--- config.mk ---
export PLATFORM = sky130hd
export DESIGN_NAME = dns_response_address_parser_flat
export DESIGN_NICKNAME = d
export VERILOG_FILES = /design/src/sv/dnsrap_pkg.sv /design/src/sv/dnsrap_stream_if.sv /design/src/sv/dns_response_address_parser.sv /design/src/flat_wrapper.sv
export SDC_FILE = /design/constraint.sdc
export NUM_CORES = 1
export LEC_CHECK = 0
export ABC_AREA = 1
export BUFFER_PORTS_ARGS = -buffer_cell sky130_fd_sc_hd__buf_2
export CAP_MARGIN = 0
export CORE_AREA = 2 2 171 173
export DETAILED_ROUTE_END_ITERATION = 10
export DIE_AREA = 0 0 173 175
export MAX_ROUTING_LAYER = met4
export PLACE_DENSITY = 0.65
export SLEW_MARGIN = 20
export SYNTH_ARGS = -nofsm -noshare
export SYNTH_HDL_FRONTEND = slang
export SYNTH_SLANG_ARGS = --single-unit
--- constraint.sdc ---
create_clock -name clk_i -period 5.8 [get_ports clk_i]
set_input_delay 1.16 -clock clk_i [delete_from_list [all_inputs] [get_ports clk_i]]
set_output_delay 1.16 -clock clk_i [all_outputs]
set_load 0.03 [all_outputs]
--- src/sv/dnsrap_pkg.sv ---
package dnsrap_pkg;

  // Payload widths of the three channels.
  localparam int InWidth  = 9;
  localparam int OutWidth = 34;
  localparam int CfgWidth = 16;

  // Record fields that select an IPv4 host address.
  localparam logic [15:0] TypeA   = 16'd1;
  localparam logic [15:0] ClassIn = 16'd1;
  localparam logic [15:0] AddrLen = 16'd4;

  // Outcome reported once per datagram.
  typedef enum logic [1:0] {
    ST_FOUND       = 2'd0,
    ST_ID_MISMATCH = 2'd1,
    ST_NO_ADDRESS  = 2'd2,
    ST_TRUNCATED   = 2'd3
  } status_e;

  typedef struct packed {
    logic       end_of_datagram;
    logic [7:0] data_byte;
  } in_item_t;

  typedef struct packed {
    status_e     status;
    logic [31:0] address;
  } out_item_t;

endpackage

--- src/sv/dnsrap_stream_if.sv ---
interface dnsrap_stream_if #(
  parameter int Width = 8
);
  logic             valid;
  logic             ready;
  logic [Width-1:0] data;

  modport source (output valid, output data, input ready);
  modport sink (input valid, input data, output ready);
endinterface

--- src/sv/dns_response_address_parser.sv ---
// Parses a DNS response one byte per cycle: a new byte is taken in every cycle
// while the skid register is empty, and the state machine handles each byte in
// the cycle it is accepted. A datagram's status item is registered into the
// output register (or the skid register while that is held) from the byte
// that decides it: the second id byte, the fourth address byte, the end of the
// last record or header/question, or the end-marked byte if nothing was decided.
// The two-entry output buffer (output register plus skid register) lets input
// bytes flow while a status item waits; input ready drops only when both are full.
// The expected transaction id may be written whenever the parser is idle.
module dns_response_address_parser import dnsrap_pkg::*; (
  input  logic            clk_i,
  input  logic            rst_ni,
  dnsrap_stream_if.sink   cfg_i,
  dnsrap_stream_if.sink   in_i,
  dnsrap_stream_if.source out_o
);

  typedef enum logic [2:0] {
    PH_HEADER,
    PH_QLEN,
    PH_QLABEL,
    PH_QTAIL,
    PH_RFIXED,
    PH_RADDR,
    PH_RSKIP,
    PH_IGNORE
  } phase_e;

  // Parser state.
  phase_e      phase_q, phase_d;
  logic [3:0]  bpos_q, bpos_d;
  logic [7:0]  id_hi_q, id_hi_d;
  logic [15:0] quest_q, quest_d;
  logic [17:0] rec_q, rec_d;
  logic [7:0]  label_q, label_d;
  logic [15:0] rtype_q, rtype_d;
  logic [15:0] rclass_q, rclass_d;
  logic [15:0] rdata_q, rdata_d;
  logic [31:0] addr_q, addr_d;

  logic [15:0] exp_id_q;

  // Output buffer.
  logic      out_valid_q, skid_valid_q;
  out_item_t out_q, skid_q;

  in_item_t  in_item;
  logic      acc;
  logic      push;
  status_e   res_status;
  out_item_t res;
  logic [3:0]  bpos_inc;
  logic [15:0] rdata_full;
  logic [17:0] rec_next;

  assign in_item  = in_item_t'(in_i.data);
  assign acc      = in_i.valid && in_i.ready;
  assign bpos_inc = bpos_q + 4'd1;
  assign rdata_full = {rdata_q[15:8], in_item.data_byte};
  assign rec_next = rec_q - 18'd1;

  // Configuration register is always ready.
  assign cfg_i.ready = 1'b1;

  always_ff @(posedge clk_i or negedge rst_ni) begin
    if (!rst_ni) begin
      exp_id_q <= '0;
    end else if (cfg_i.valid) begin
      exp_id_q <= cfg_i.data[15:0];
    end
  end

  // Per-byte next state and decision.
  always_comb begin
    phase_d    = phase_q;
    bpos_d     = bpos_q;
    id_hi_d    = id_hi_q;
    quest_d    = quest_q;
    rec_d      = rec_q;
    label_d    = label_q;
    rtype_d    = rtype_q;
    rclass_d   = rclass_q;
    rdata_d    = rdata_q;
    addr_d     = addr_q;
    push       = 1'b0;
    res_status = ST_FOUND;

    case (phase_q)
      PH_HEADER: begin
        bpos_d = bpos_inc;
        case (bpos_q)
          4'd0: id_hi_d = in_item.data_byte;
          4'd1: begin
            if ({id_hi_q, in_item.data_byte} != exp_id_q) begin
              push       = 1'b1;
              res_status = ST_ID_MISMATCH;
              phase_d    = PH_IGNORE;
            end
          end
          4'd4: quest_d = {in_item.data_byte, 8'h00};
          4'd5: quest_d = {quest_q[15:8], in_item.data_byte};
          4'd6, 4'd8, 4'd10: rdata_d = {in_item.data_byte, 8'h00};
          4'd7, 4'd9, 4'd11: begin
            rec_d   = rec_q + {2'b00, rdata_full};
            rdata_d = '0;
            if (bpos_q == 4'd11) begin
              bpos_d = '0;
              if (quest_q != '0) begin
                phase_d = PH_QLEN;
              end else if (rec_d == '0) begin
                push       = 1'b1;
                res_status = ST_NO_ADDRESS;
                phase_d    = PH_IGNORE;
              end else begin
                phase_d = PH_RFIXED;
              end
            end
          end
          default: ;
        endcase
      end

      PH_QLEN: begin
        if (in_item.data_byte == 8'd0) begin
          phase_d = PH_QTAIL;
          bpos_d  = '0;
        end else begin
          label_d = in_item.data_byte;
          phase_d = PH_QLABEL;
        end
      end

      PH_QLABEL: begin
        label_d = label_q - 8'd1;
        if (label_d == '0) begin
          phase_d = PH_QLEN;
        end
      end

      PH_QTAIL: begin
        bpos_d = bpos_inc;
        if (bpos_inc == 4'd4) begin
          bpos_d  = '0;
          quest_d = quest_q - 16'd1;
          if (quest_d != '0) begin
            phase_d = PH_QLEN;
          end else if (rec_q == '0) begin
            push       = 1'b1;
            res_status = ST_NO_ADDRESS;
            phase_d    = PH_IGNORE;
          end else begin
            phase_d = PH_RFIXED;
          end
        end
      end

      PH_RFIXED: begin
        bpos_d = bpos_inc;
        case (bpos_q)
          4'd2:  rtype_d  = {in_item.data_byte, 8'h00};
          4'd3:  rtype_d  = {rtype_q[15:8], in_item.data_byte};
          4'd4:  rclass_d = {in_item.data_byte, 8'h00};
          4'd5:  rclass_d = {rclass_q[15:8], in_item.data_byte};
          4'd10: rdata_d  = {in_item.data_byte, 8'h00};
          4'd11: begin
            rdata_d = rdata_full;
            bpos_d  = '0;
            if (rtype_q == TypeA && rclass_q == ClassIn && rdata_full == AddrLen) begin
              phase_d = PH_RADDR;
              addr_d  = '0;
            end else if (rdata_full == '0) begin
              rec_d = rec_next;
              if (rec_next == '0) begin
                push       = 1'b1;
                res_status = ST_NO_ADDRESS;
                phase_d    = PH_IGNORE;
              end else begin
                phase_d = PH_RFIXED;
              end
            end else begin
              phase_d = PH_RSKIP;
            end
          end
          default: ;
        endcase
      end

      PH_RADDR: begin
        addr_d = {addr_q[23:0], in_item.data_byte};
        bpos_d = bpos_inc;
        if (bpos_inc == AddrLen[3:0]) begin
          push       = 1'b1;
          res_status = ST_FOUND;
          phase_d    = PH_IGNORE;
        end
      end

      PH_RSKIP: begin
        rdata_d = rdata_q - 16'd1;
        if (rdata_d == '0) begin
          rec_d  = rec_next;
          bpos_d = '0;
          if (rec_next == '0) begin
            push       = 1'b1;
            res_status = ST_NO_ADDRESS;
            phase_d    = PH_IGNORE;
          end else begin
            phase_d = PH_RFIXED;
          end
        end
      end

      default: begin
        phase_d = PH_IGNORE;
      end
    endcase

    // Already decided: bytes are dropped until the end mark.
    if (phase_q == PH_IGNORE) begin
      push = 1'b0;
    end

    // End mark before any decision reports truncation.
    if (in_item.end_of_datagram && phase_q != PH_IGNORE && !push) begin
      push       = 1'b1;
      res_status = ST_TRUNCATED;
    end

    // The end mark always returns the parser to its start.
    if (in_item.end_of_datagram) begin
      phase_d  = PH_HEADER;
      bpos_d   = '0;
      id_hi_d  = '0;
      quest_d  = '0;
      rec_d    = '0;
      label_d  = '0;
      rtype_d  = '0;
      rclass_d = '0;
      rdata_d  = '0;
    end
  end

  assign res.status  = res_status;
  assign res.address = (res_status == ST_FOUND) ? addr_d : 32'd0;

  // State registers advance on each accepted byte.
  always_ff @(posedge clk_i or negedge rst_ni) begin
    if (!rst_ni) begin
      phase_q  <= PH_HEADER;
      bpos_q   <= '0;
      id_hi_q  <= '0;
      quest_q  <= '0;
      rec_q    <= '0;
      label_q  <= '0;
      rtype_q  <= '0;
      rclass_q <= '0;
      rdata_q  <= '0;
      addr_q   <= '0;
    end else if (acc) begin
      phase_q  <= phase_d;
      bpos_q   <= bpos_d;
      id_hi_q  <= id_hi_d;
      quest_q  <= quest_d;
      rec_q    <= rec_d;
      label_q  <= label_d;
      rtype_q  <= rtype_d;
      rclass_q <= rclass_d;
      rdata_q  <= rdata_d;
      addr_q   <= addr_d;
    end
  end

  // Output register with a skid entry behind it.
  always_ff @(posedge clk_i or negedge rst_ni) begin
    if (!rst_ni) begin
      out_valid_q  <= 1'b0;
      skid_valid_q <= 1'b0;
    end else begin
      if (!out_valid_q || out_o.ready) begin
        if (skid_valid_q) begin
          out_valid_q  <= 1'b1;
          skid_valid_q <= acc && push;
        end else begin
          out_valid_q <= acc && push;
        end
      end else if (acc && push) begin
        skid_valid_q <= 1'b1;
      end
    end
  end

  always_ff @(posedge clk_i) begin
    if (!out_valid_q || out_o.ready) begin
      if (skid_valid_q) begin
        out_q <= skid_q;
        if (acc && push) begin
          skid_q <= res;
        end
      end else if (acc && push) begin
        out_q <= res;
      end
    end else if (acc && push) begin
      skid_q <= res;
    end
  end

  assign in_i.ready  = !skid_valid_q;
  assign out_o.valid = out_valid_q;
  assign out_o.data  = out_q;

  // The skid entry is only used behind a full output register.
  assert property (@(posedge clk_i) disable iff (!rst_ni)
    skid_valid_q |-> out_valid_q)
    else $error("skid entry holds an item while the output register is empty");

  // Only a found status carries an address.
  assert property (@(posedge clk_i) disable iff (!rst_ni)
    (out_valid_q && out_q.status != ST_FOUND) |-> (out_q.address == 32'd0))
    else $error("address is nonzero on a status other than found");

  // An end mark returns the parser to the header.
  assert property (@(posedge clk_i) disable iff (!rst_ni)
    (acc && in_item.end_of_datagram) |=> (phase_q == PH_HEADER && bpos_q == 4'd0))
    else $error("parser did not restart after the end mark");

  // An undecided datagram always reports on its end mark.
  assert property (@(posedge clk_i) disable iff (!rst_ni)
    (acc && in_item.end_of_datagram && phase_q != PH_IGNORE) |-> push)
    else $error("end mark without a decision produced no status");

  // A decided datagram produces nothing more until its end.
  assert property (@(posedge clk_i) disable iff (!rst_ni)
    (phase_q == PH_IGNORE) |-> !push)
    else $error("status produced after the datagram was decided");

endmodule

--- src/flat_wrapper.sv ---
// flat-port wrapper written by rule: the top's interface ports become plain ports
module dns_response_address_parser_flat import dnsrap_pkg::*;
  (clk_i, rst_ni, cfg_i_valid, cfg_i_data, cfg_i_ready, in_i_valid, in_i_data, in_i_ready, out_o_valid, out_o_data, out_o_ready);
  dnsrap_stream_if #(.Width(CfgWidth)) cfg_i_i ();
  dnsrap_stream_if #(.Width(InWidth)) in_i_i ();
  dnsrap_stream_if #(.Width(OutWidth)) out_o_i ();
  input  logic clk_i;
  input  logic rst_ni;
  input wire logic [$bits(cfg_i_i.valid)-1:0] cfg_i_valid;
  input wire logic [$bits(cfg_i_i.data)-1:0] cfg_i_data;
  output wire logic [$bits(cfg_i_i.ready)-1:0] cfg_i_ready;
  input wire logic [$bits(in_i_i.valid)-1:0] in_i_valid;
  input wire logic [$bits(in_i_i.data)-1:0] in_i_data;
  output wire logic [$bits(in_i_i.ready)-1:0] in_i_ready;
  output wire logic [$bits(out_o_i.valid)-1:0] out_o_valid;
  output wire logic [$bits(out_o_i.data)-1:0] out_o_data;
  input wire logic [$bits(out_o_i.ready)-1:0] out_o_ready;
  assign cfg_i_i.valid = cfg_i_valid;
  assign cfg_i_i.data = cfg_i_data;
  assign cfg_i_ready = cfg_i_i.ready;
  assign in_i_i.valid = in_i_valid;
  assign in_i_i.data = in_i_data;
  assign in_i_ready = in_i_i.ready;
  assign out_o_valid = out_o_i.valid;
  assign out_o_data = out_o_i.data;
  assign out_o_i.ready = out_o_ready;
  dns_response_address_parser u_core (.clk_i(clk_i), .rst_ni(rst_ni), .cfg_i(cfg_i_i), .in_i(in_i_i), .out_o(out_o_i));
endmodule
==> impl_metrics.yaml <==
status:
  outcome: "completed"
cells_and_area:
  diodes: 0
  syn_to_final_growth_pct: 10.2
  multi_input_area_um2: 6630
  nets: 1966
  final_common_cell: "nand2_1"
  regArea_um2: 5920
  nFillCells: 2785
  drive_above_1_share_pct: 8.74
  final_cell_mix: "nand2_1 (504), inv_1 (256), nor2_1 (201)"
timing:
  hold_viol: 0
  worst_pin_slew_ps: 1160
  min_period_over_period_pct: 72.2
  slew_headroom_pct: 22.3
  layout_min_cycle_time_ps: 4190
  fmax_ghz: 0.239
  clock_skew_ps: 12.8
  drv_slew: 0
  rsz0062_at_grt: "false"
  setup_viol_count_final: 0
  fin_tns_setup_ps: 0
die:
  std_cell_rows: 62
  io_pins: 67
  coreArea_um2: 28400
  start_util_pct: 48.7
  fp.dieH_um: 175
  fp.dieArea_um2: 30300
  die_x_um: 173
detailed_routing:
  dr.pass1.iters: 6
  vias: 12828
  vias_per_cell: 5.56
  routed_wl_um: 40500
  postRouteAntennaNets: 0
  drt-initial-drc-count: 1263
  wl_per_cell_um: 17.5
  route.detailed.drc: 0
clock_tree:
  cts_tree: "built"
  cts_hold_buf: 0
  cts_sinks: 223
  cts_htree_levels: 1
  cts_setup_buffers: 0
  cts_buffer_depth: 3
  clk_pin_slew_ps: 60
  cts_buffers: 25
  worstSkewPairLatency_ps: 540
  cts-root-buf: "clkbuf_16"
  cts_resized: 0
synthesis:
  synthSimpleGateAreaFrac_pct: 28.6
  synth_cells: 1858
  synth_nets: 1918
  avgSynthCellArea_um2: 7.44
  ys_seq_area_share_pct: 42.8
  synth_compound_area_share_pct: 12.9
  yosys_register_bits: 223
  syn_area_um2: 13800
  synth_top_family_by_area: "simple AND/OR/NAND/NOR gates"
  synthDistinctLibCells: 56
  synthAdderAreaFrac_pct: 2.77
  synth_xor_area_share_pct: 2.54
  yosysWarnings: 0
  synth_mux_area_share_pct: 1.06
min_path:
  whs_path_depth: 2
  hold_path.class: "reg2reg"
critical_path:
  critPathTopFamily: "simple AND/OR/NAND/NOR gates"
  crit_chain: "buf_2, ha_1, inv_1, fa_1, inv_1, nand2_1, nand2_1, nand3_1, nand2_1, nand2_1, nand2_1, nand2_1, nor2_1, nand2_1, nor2_2, nand4_1, nand2_1, nand2_1, nand3_1, nand2_1, a21oi_4, buf_4"
  worstSetupPathDepth: 22
  critPathCaptureType: "flip-flop"
  worstSetupPathType: "in2reg"
  cp-start-kind: "primary input"
  reg2reg_depth: 21
  critPathMaxFanout: 34
  required_ps: 5980
  crit_buf_inv: 4
  arrival_ps: 4370
  crit_slowest_cell: "fa_1"
  max_stage_delay_ps: 410
  cp_common_cell: "nand2_1"
run:
  drv_cap: 0
power_and_ir_drop:
  power.leakage_nw: 7.40
  peakVddDrop_mv: 0.274
  power.total_mw: 8.07
  cellPowerDensity_nw_per_um2: 530
global_route:
  antenna_found_initial: 0
  grt.overflow.total: 0
  grtUsageTotal_pct: 27.6
  grt_pass1_wl_um: 65200
  grt_max_degree: 66
  grt_pass1_vias: 12166
placed_design:
  portBuffers: 65
  routabilityCongestion: 0.967
  dpl.hpwl_um: 29600
state kept, by name, summed over array words and instances (netlist names):
name                 count
u_core.skid_valid_q      1
u_core.id_hi_q           8
u_core.exp_id_q         16
u_core.skid_q           34
u_core.rdata_q          16
u_core.label_q           8
u_core.out_o.valid       1
u_core.rtype_q          16
u_core.out_o.data       34
u_core.quest_q          16
u_core.phase_q           3
u_core.rec_q            18
u_core.bpos_q            4
u_core.addr_q           32
u_core.rclass_q         16
cells by family after synthesis:
family                     after synthesis
AOI/OAI and AO/OA                      298
xor gates and xnor gates                40
adders and majority gates               30
buffers and inverters                  326
DFF                                    223
muxes                                   13
other                                    1
and+or+nand+nor                        927
worst reg2reg max path, delay by kind of cell, from the launching register on:
kind	cells	cell delay, ps
compound gates	1	170
fa+ha+maj	2	700
buf+inv	3	610
flops	1	500
simple gates	15	1580
power breakdown:
group	internal [mW]	switching (mW)	total (mW)
sequential	2.18	0.407	2.58
combinational	1.24	2.75	3.99
clock	0.839	0.650	1.49
routing by layer:
metal | GRT usage [%] | up-vias | wire length [um]
met3 | 4.48 | 91 | 3250
met2 | 42.5 | 523 | 18200
met5 | - | - | 0
met1 | 37.3 | 6005 | 17700
met4 | 9.22 | 0 | 1250
li1 | - | 6209 | -
Yosys cell counts (all sizes together):
cell type	count	area (um2)
nand2	508	1920
inv	264	991
nor2	215	855
dfrtp	155	3880
o21ai	128	641
nand3	96	493
edfxtp	68	2040
nand4	67	438
a21oi	51	274
clkbuf	38	143
a31oi	33	206
o21bai	33	255
ha	29	363
xor2	26	228
o22ai	21	131
buf	20	139
nor3	18	95.1
xnor2	14	123
mux2	13	146
nor4	13	81.3
o221ai	7	61.3
o211ai	5	37.5
a22oi	4	30.0
clkinv	4	15.0
nand3b	4	30.0
o31ai	3	22.5
a221o	2	20.0
a311oi	2	17.5
nor3b	2	15.0
o32ai	2	17.5
or2	2	12.5
a211oi	1	12.5
a221oi	1	8.76
a32o	1	10.0
a32oi	1	8.76
and2	1	6.26
and3	1	6.26
conb	1	3.75
fa	1	20.0
o21a	1	7.51
o2bb2ai	1	8.76
o41ai	1	8.76
final timing paths:
kind                                                 startpoint                         endpoint  slack [ps]
worst min register to register  u_core.rclass_q[12]$_DFFE_PN0P_  u_core.rclass_q[12]$_DFFE_PN0P_         480
max in group asynchronous                                rst_ni  u_core.skid_valid_q$_DFFE_PN0P_        4090
worst min-delay path            u_core.rclass_q[12]$_DFFE_PN0P_  u_core.rclass_q[12]$_DFFE_PN0P_         480
min in group asynchronous                                rst_ni    u_core.quest_q[6]$_DFFE_PN0P_         600
worst max-delay path                               in_i_data[0]  u_core.out_o.data[13]$_DFFE_PP_        1610
worst max register to register      u_core.rec_q[0]$_DFFE_PN0P_  u_core.out_o.data[13]$_DFFE_PP_        1870
layout make-up:
type	count	share of cell area, %
clock buffers	37	4.60
clock inverters	7	0.362
inverters	268	6.61
multi-input cells	1309	43.5
flip-flops and latches	223	38.9
well taps	384	3.16
repair buffers	79	2.87
stage by stage:
stage / instances / util, % / hold WS (ps) / worst slack [ps] / cell area [um2]
floorplan: 1858 / - / 439 / 652 / 13800
global placement: 2263 / 51.0 / 453 / 1150 / 14500
detailed placement: 2263 / 51.0 / 460 / 1080 / 14500
CTS: 2307 / 53.6 / 477 / 1640 / 15200
global route: 2307 / 53.6 / 504 / 1270 / 15200
finish: 2307 / 53.6 / 477 / 1610 / 15200
(Power assumes the default switching activity.)
